### config.mk
export PLATFORM = sky130hd
export DESIGN_NAME = urgent_first_service_queue
export DESIGN_NICKNAME = d
export VERILOG_FILES = /design/src/rtl/usfq_pkg.sv /design/src/rtl/usfq_cell.sv /design/src/rtl/urgent_first_service_queue.sv
export SDC_FILE = /design/constraint.sdc
export NUM_CORES = 1
export LEC_CHECK = 0
export BUFFER_PORTS_ARGS = -buffer_cell sky130_fd_sc_hd__buf_2
export CAP_MARGIN = 25
export CORE_UTILIZATION = 36
export DETAILED_ROUTE_END_ITERATION = 8
export SKIP_CTS_REPAIR_TIMING = 1
export SLEW_MARGIN = 5
export SYNTH_ARGS = -nofsm -noshare
export SYNTH_HDL_FRONTEND = slang
export SYNTH_SLANG_ARGS = --single-unit
### constraint.sdc
create_clock -name clk -period 12.1 [get_ports clk]
set_input_delay 1.815 -clock clk [delete_from_list [all_inputs] [get_ports clk]]
set_output_delay 1.815 -clock clk [all_outputs]
set_load 0.05 [all_outputs]
### src/rtl/usfq_pkg.sv
`default_nettype none
package usfq_pkg;

    localparam int QUEUE_DEPTH_DEFAULT = 16;

    localparam int IN_DATA_W  = 32;
    localparam int IN_USER_W  = 2;
    localparam int OUT_DATA_W = 32;
    localparam int OUT_USER_W = 3;

    localparam logic [1:0] CMD_NONE   = 2'd0;
    localparam logic [1:0] CMD_NORMAL = 2'd1;
    localparam logic [1:0] CMD_URGENT = 2'd2;

    typedef struct packed {
        logic       urgent;
        logic [15:0] student;
        logic [7:0]  course;
        logic [7:0]  minutes;
    } job_t;

    typedef enum logic [1:0] {
        CELL_HOLD,
        CELL_FROM_LEFT,
        CELL_FROM_RIGHT,
        CELL_LOAD
    } cell_op_t;

endpackage
`default_nettype wire

### src/rtl/usfq_cell.sv
`default_nettype none
module usfq_cell (
    input  wire logic            clk,
    input  wire logic            rst_n,
    input  wire usfq_pkg::cell_op_t op,
    input  wire usfq_pkg::job_t  new_job,
    input  wire logic            left_valid,
    input  wire usfq_pkg::job_t  left_job,
    input  wire logic            right_valid,
    input  wire usfq_pkg::job_t  right_job,
    output logic                 valid,
    output usfq_pkg::job_t       job
);
    import usfq_pkg::*;

    logic valid_reg;
    logic valid_next;
    job_t job_reg;
    job_t job_next;

    always_comb
    begin
        valid_next = valid_reg;
        job_next   = job_reg;
        case (op)
            CELL_HOLD:
            begin
                valid_next = valid_reg;
                job_next   = job_reg;
            end
            CELL_FROM_LEFT:
            begin
                valid_next = left_valid;
                job_next   = left_job;
            end
            CELL_FROM_RIGHT:
            begin
                valid_next = right_valid;
                job_next   = right_job;
            end
            CELL_LOAD:
            begin
                valid_next = 1'b1;
                job_next   = new_job;
            end
            default:
            begin
                valid_next = valid_reg;
                job_next   = job_reg;
            end
        endcase
    end

    always_ff @(posedge clk or negedge rst_n)
    begin
        if (!rst_n)
        begin
            valid_reg <= 1'b0;
        end
        else
        begin
            valid_reg <= valid_next;
        end
    end

    // payload carries no reset; a word is only read while its cell is occupied
    always_ff @(posedge clk)
    begin
        job_reg <= job_next;
    end

    assign valid = valid_reg;
    assign job   = job_reg;

endmodule
`default_nettype wire

### src/rtl/urgent_first_service_queue.sv
`default_nettype none
// Urgent-first service queue. Each input word is one minute tick carrying no
// request, a normal request or an urgent request; each tick yields exactly one
// output word. Waiting requests sit in a row of QUEUE_DEPTH cells, cell 0 at
// the front: a normal request fills the first empty cell, an urgent request
// shifts the row back by one and takes cell 0, and a pop shifts the row toward
// the front. A request arriving while the row is full is dropped and flagged.
// When the current job has no minutes left, the front request becomes the
// current job; a job with minutes left is reported, then counts down by one.
// Rate: one tick per clock cycle while the output is not stalled. The whole row
// and the current job update in the single cycle of the accept, and the result
// lands in an output register, so a new tick is taken whenever the output
// register is empty or its word is being taken in the same cycle; the word
// appears in the cycle after the accept. No clearing pass after reset: only the
// cell occupancy flags, the current job and the output valid flag are reset.
module urgent_first_service_queue #(
    parameter int QUEUE_DEPTH = usfq_pkg::QUEUE_DEPTH_DEFAULT
) (
    input  wire logic                             clk,
    input  wire logic                             rst_n,
    input  wire logic                             s_tvalid,
    output logic                                  s_tready,
    // s_tdata, low bit up: student_id[15:0], course_id[7:0], service_minutes[7:0]
    input  wire logic [usfq_pkg::IN_DATA_W-1:0]   s_tdata,
    // s_tuser: command[1:0]
    input  wire logic [usfq_pkg::IN_USER_W-1:0]   s_tuser,
    output logic                                  m_tvalid,
    input  wire logic                             m_tready,
    // m_tdata, low bit up: served_student[15:0], served_course[7:0], time_left[7:0]
    output logic [usfq_pkg::OUT_DATA_W-1:0]       m_tdata,
    // m_tuser, low bit up: serving, is_urgent, dropped
    output logic [usfq_pkg::OUT_USER_W-1:0]       m_tuser
);
    import usfq_pkg::*;

    logic     accept;
    logic     push_req;
    logic     push_urgent;
    logic     full;
    logic     push_acc;
    logic     push_head_acc;
    logic     push_tail_acc;
    logic     nonempty;
    logic     pop;
    logic     pop_from_cells;
    job_t     new_job;
    job_t     pop_job;
    job_t     job_sel;

    logic     cell_valid [QUEUE_DEPTH];
    job_t     cell_job   [QUEUE_DEPTH];

    job_t     cur_reg;
    job_t     cur_next;
    logic     out_valid_reg;
    logic     out_valid_next;
    logic [OUT_DATA_W-1:0] out_data_reg;
    logic [OUT_DATA_W-1:0] out_data_next;
    logic [OUT_USER_W-1:0] out_user_reg;
    logic [OUT_USER_W-1:0] out_user_next;

    // take a tick whenever the result register is free or draining
    assign s_tready = !out_valid_reg || m_tready;
    assign accept   = s_tvalid && s_tready;

    // commands 0 and 3 mean no request
    assign push_req    = (s_tuser == CMD_NORMAL) || (s_tuser == CMD_URGENT);
    assign push_urgent = (s_tuser == CMD_URGENT);
    assign full        = cell_valid[QUEUE_DEPTH-1];

    assign push_acc      = push_req && !full;
    assign push_head_acc = push_acc && push_urgent;
    assign push_tail_acc = push_acc && !push_urgent;

    assign new_job.urgent  = push_urgent;
    assign new_job.student = s_tdata[15:0];
    assign new_job.course  = s_tdata[23:16];
    assign new_job.minutes = s_tdata[31:24];

    // pop sees the queue after this tick's push
    assign nonempty = cell_valid[0] || push_acc;
    assign pop      = nonempty && (cur_reg.minutes == 8'd0);

    // an urgent push that is popped at once, or a normal push into an empty
    // row that is popped at once, bypasses the cells
    assign pop_from_cells = pop && !push_head_acc && cell_valid[0];
    assign pop_job        = pop_from_cells ? cell_job[0] : new_job;
    assign job_sel        = pop ? pop_job : cur_reg;

    genvar i;
    generate
        for (i = 0; i < QUEUE_DEPTH; i++)
        begin : g_cell
            logic     prev_valid;
            logic     next_valid;
            logic     last_valid;
            logic     first_empty;
            logic     right_valid;
            job_t     right_job;
            job_t     left_job;
            logic     left_valid;
            cell_op_t op_sel;

            if (i == 0)
            begin : g_head
                assign prev_valid = 1'b1;
                assign left_valid = 1'b1;
                assign left_job   = new_job;
            end
            else
            begin : g_body
                assign prev_valid = cell_valid[i-1];
                assign left_valid = cell_valid[i-1];
                assign left_job   = cell_job[i-1];
            end

            if (i == QUEUE_DEPTH-1)
            begin : g_tail
                assign next_valid  = 1'b0;
                assign right_valid = 1'b0;
                assign right_job   = cell_job[i];
            end
            else
            begin : g_mid
                assign next_valid  = cell_valid[i+1];
                assign right_valid = cell_valid[i+1];
                assign right_job   = cell_job[i+1];
            end

            assign last_valid  = cell_valid[i] && !next_valid;
            assign first_empty = !cell_valid[i] && prev_valid;

            always_comb
            begin
                if (accept && push_head_acc && !pop)
                begin
                    op_sel = (i == 0) ? CELL_LOAD : CELL_FROM_LEFT;
                end
                else if (accept && pop_from_cells)
                begin
                    // shift toward the front; a normal push lands behind the old tail
                    op_sel = (push_tail_acc && last_valid) ? CELL_LOAD : CELL_FROM_RIGHT;
                end
                else if (accept && push_tail_acc && !pop)
                begin
                    op_sel = first_empty ? CELL_LOAD : CELL_HOLD;
                end
                else
                begin
                    op_sel = CELL_HOLD;
                end
            end

            usfq_cell u_cell (
                .clk         (clk),
                .rst_n       (rst_n),
                .op          (op_sel),
                .new_job     (new_job),
                .left_valid  (left_valid),
                .left_job    (left_job),
                .right_valid (right_valid),
                .right_job   (right_job),
                .valid       (cell_valid[i]),
                .job         (cell_job[i])
            );
        end
    endgenerate

    // serve the selected job and count it down
    always_comb
    begin
        cur_next       = cur_reg;
        out_valid_next = out_valid_reg;
        out_data_next  = out_data_reg;
        out_user_next  = out_user_reg;
        if (m_tready)
        begin
            out_valid_next = 1'b0;
        end
        if (accept)
        begin
            cur_next       = job_sel;
            out_valid_next = 1'b1;
            if (job_sel.minutes != 8'd0)
            begin
                cur_next.minutes = job_sel.minutes - 8'd1;
                out_data_next    = {job_sel.minutes, job_sel.course, job_sel.student};
                out_user_next    = {push_req && full, job_sel.urgent, 1'b1};
            end
            else
            begin
                out_data_next = '0;
                out_user_next = {push_req && full, 1'b0, 1'b0};
            end
        end
    end

    always_ff @(posedge clk or negedge rst_n)
    begin
        if (!rst_n)
        begin
            cur_reg       <= '0;
            out_valid_reg <= 1'b0;
        end
        else
        begin
            cur_reg       <= cur_next;
            out_valid_reg <= out_valid_next;
        end
    end

    always_ff @(posedge clk)
    begin
        out_data_reg <= out_data_next;
        out_user_reg <= out_user_next;
    end

    assign m_tvalid = out_valid_reg;
    assign m_tdata  = out_data_reg;
    assign m_tuser  = out_user_reg;

endmodule
`default_nettype wire

==> flow_metrics.tcl <==
set metrics [dict create \
    clk_latency_ns 0.62 \
    cts_tree "yes" \
    grt_max_degree 56 \
    die_h_um 289 \
    cp-end-kind "flop" \
    slew_viol_final 0 \
    syn_to_final_growth_pct 12.2 \
    synth.distinct_cells 55 \
    cts_buffer_depth 3 \
    rows 104 \
    yosys_warnings 0 \
    clkTransAtPathRegs_ns 0.06 \
    ys_seq_elements 613 \
    post_synth_and_or_nand_nor_area_fraction 0.0492 \
    htree_levels 3 \
    dr_total_vias 19800 \
    synthMuxAreaShare 0.0328 \
    tightest_slew_ns 0.996 \
    critical_path.max_fanout 30 \
    p_sw_mw 1.03 \
    initial_core_util 0.366 \
    drtPass1Iterations 6 \
    powerDensity_nw_per_um2 138 \
    seq_area_frac_synth 0.613 \
    ant_nets 0 \
    numCtsBuffers 69 \
    synth_top_family_by_area "compound AO/OA/AOI/OAI gates" \
    rsz0062_at_grt "false" \
    synth_edf_count 563 \
    antenna_found_initial 2 \
    dp_hpwl_um 52200 \
    tns_ns 0 \
    fillers 7534 \
    fmax_mhz 171 \
    required_ns 12.60 \
    fin_nets 2256 \
    finalCritPeriodShare 0.483 \
    seq_power_share 0.511 \
    drt-total-wl_um 75400 \
    status "completed" \
    synth_nets 2283 \
    maxCapViolations 0 \
    synthArstFlopShare 0.0816 \
    wire_per_inst_um 22.6 \
    routed_via_density 5.94 \
    die_area_um2 83400 \
    largest_reg_flops 528 \
    final_cell_mix "563 x edfxtp_1, 411 x a22o_1, 393 x a21o_1" \
    setup_ws_ns 6.26 \
    initialDrtViolationCount 1995 \
    relSlewSlack 0.336 \
    finalWeightedCongestion 0.829 \
    switching_share 0.225 \
    die_x_um 289 \
    hp-class "flop to flop" \
    critical_path_class "primary input to flop" \
    pre_cts_ws_ns 5.66 \
    hold_violations 0 \
    setup_viol 0 \
    synth-compound-area-share 0.269 \
    comb_power_share 0.046 \
    p_clk_frac 0.443 \
    syn_area_um2 29600 \
    core_region_area_um2 80900 \
    port_buffers 74 \
    critPathLaunchType "primary input" \
    p_leak_nw 13.0 \
    synthFlopType "edfxtp_1" \
    final_common_cell "edfxtp_1" \
    grt_pass1_vias 19300 \
    grt_pass1_wl_um 117000 \
    min_period_ns 5.84 \
    cts.sinks 613 \
    avgSynthCellArea_um2 13.2 \
    drive_gt1_frac 0.155 \
    internal_power_mw 3.55 \
    io-pin-count 75 \
    skew_ns 0.0304 \
    grt_usage 0.180 \
    grt_overflow 0 \
    peakVddDrop_uv 81.2 \
    drc 0 \
    cp.arrival_ns 6.34 \
    r2r_setup_slack_ns 7.44 \
    syn_inst 2243 \
    synth-xor-area-share 0.000887 \
    clockRootBuffer "clkbuf_16" \
    synthAdderAreaFrac 0.000845 \
]
-- final cells by class --
class	instances	area (µm²)	share of cell area
sequential	613	18200	0.546
multi-input combinational	1390	10600	0.318
clock buffer	94	1870	0.0563
tap	1060	1330	0.0399
timing repair buffer	134	996	0.0300
clock inverter	33	270	0.00813
inverter	8	30.0	0.000903
antenna	2	5.00	0.000151
-- logic make-up after synthesis --
kind of cell / Yosys count
xor+xnor: 3
flops: 613
mux: 89
simple gates: 316
fa+ha+maj: 2
compound gates: 980
buf+inv: 240
-- final timing paths --
check                                  startpoint                endpoint  cells past startpoint
hold reg to reg                       cur_reg[13]             cur_reg[13]                      2
hold / removal                        cur_reg[13]             cur_reg[13]                      2
setup / recovery                       s_tuser[0]              cur_reg[1]                     15
setup reg to reg           g_cell[0].u_cell.valid              cur_reg[1]                     11
min in group asynchronous                   rst_n             cur_reg[10]                      2
max in group asynchronous                   rst_n  g_cell[4].u_cell.valid                      2
-- power by group through the flow --
stage	clock network [mW]	registers (mW)	logic (mW)
after floorplan	0	2.42	0.114
after CTS	2.06	2.34	0.211
after detailed placement	0	2.38	0.210
after global routing	2.14	2.34	0.228
final	2.03	2.34	0.212
after global placement	0	2.38	0.204
-- per-layer routing --
metal  wire length, µm  vias up  track usage
li1                  -     8888            -
met1             34400    10100        0.254
met2             34400      735        0.284
met3              5160      120       0.0307
met4              1460        0       0.0495
met5                 0        -            0
-- worst max-delay path, stage by stage --
cell	delay [ns]
buf_2	0.08
inv_1	0.04
ha_1	0.36
or3b_2	0.59
and2_2	0.57
mux2_2	0.41
a21oi_1	0.31
ha_1	0.26
nand2b_1	0.09
nor2_1	0.08
o21ai_0	0.17
nor4b_4	0.80
buf_4	0.36
nor2_1	0.12
a221oi_1	0.27
-- Yosys cell counts (3+ instances only) --
| cell | instances | area (µm²) |
|---|---|---|
| a211oi_1 | 28 | 210 |
| a21o_1 | 393 | 2950 |
| a21oi_1 | 35 | 175 |
| a21oi_4 | 13 | 211 |
| a221o_1 | 26 | 260 |
| a22o_1 | 411 | 3600 |
| a22oi_1 | 35 | 263 |
| a31oi_1 | 3 | 18.8 |
| a32oi_1 | 3 | 26.3 |
| and2_1 | 4 | 25.0 |
| buf_1 | 12 | 45.0 |
| buf_2 | 83 | 415 |
| clkbuf_1 | 135 | 507 |
| dfrtp_1 | 50 | 1250 |
| edfxtp_1 | 563 | 16900 |
| inv_1 | 8 | 30.0 |
| mux2_2 | 64 | 721 |
| mux2i_1 | 25 | 250 |
| nand2_1 | 129 | 484 |
| nand2b_1 | 5 | 31.3 |
| nand3_1 | 7 | 35.0 |
| nor2_1 | 85 | 319 |
| nor2_2 | 7 | 43.8 |
| nor3_1 | 39 | 195 |
| nor3b_1 | 15 | 113 |
| nor4_1 | 3 | 18.8 |
| o21ai_0 | 9 | 45.0 |
| o21bai_1 | 4 | 30.0 |
| o221ai_1 | 7 | 61.3 |
| or2_2 | 4 | 25.0 |
| or3_1 | 7 | 43.8 |
| xor2_1 | 3 | 26.3 |
-- stage by stage --
step / instances / power [mW] / hold WS, ns / util / instance area (µm²)
finish: 3334 / 4.58 / 0.525 / 0.411 / 33200
global route: 3334 / 4.71 / 0.551 / 0.411 / 33200
global placement: 3191 / 2.59 / 0.509 / 0.381 / 30800
floorplan: 2243 / 2.53 / 0.490 / - / 29600
detailed placement: 3201 / 2.59 / 0.520 / 0.383 / 31000
CTS: 3328 / 4.62 / 0.531 / 0.409 / 33100
Note: power is estimated with default switching activity, not from simulation.
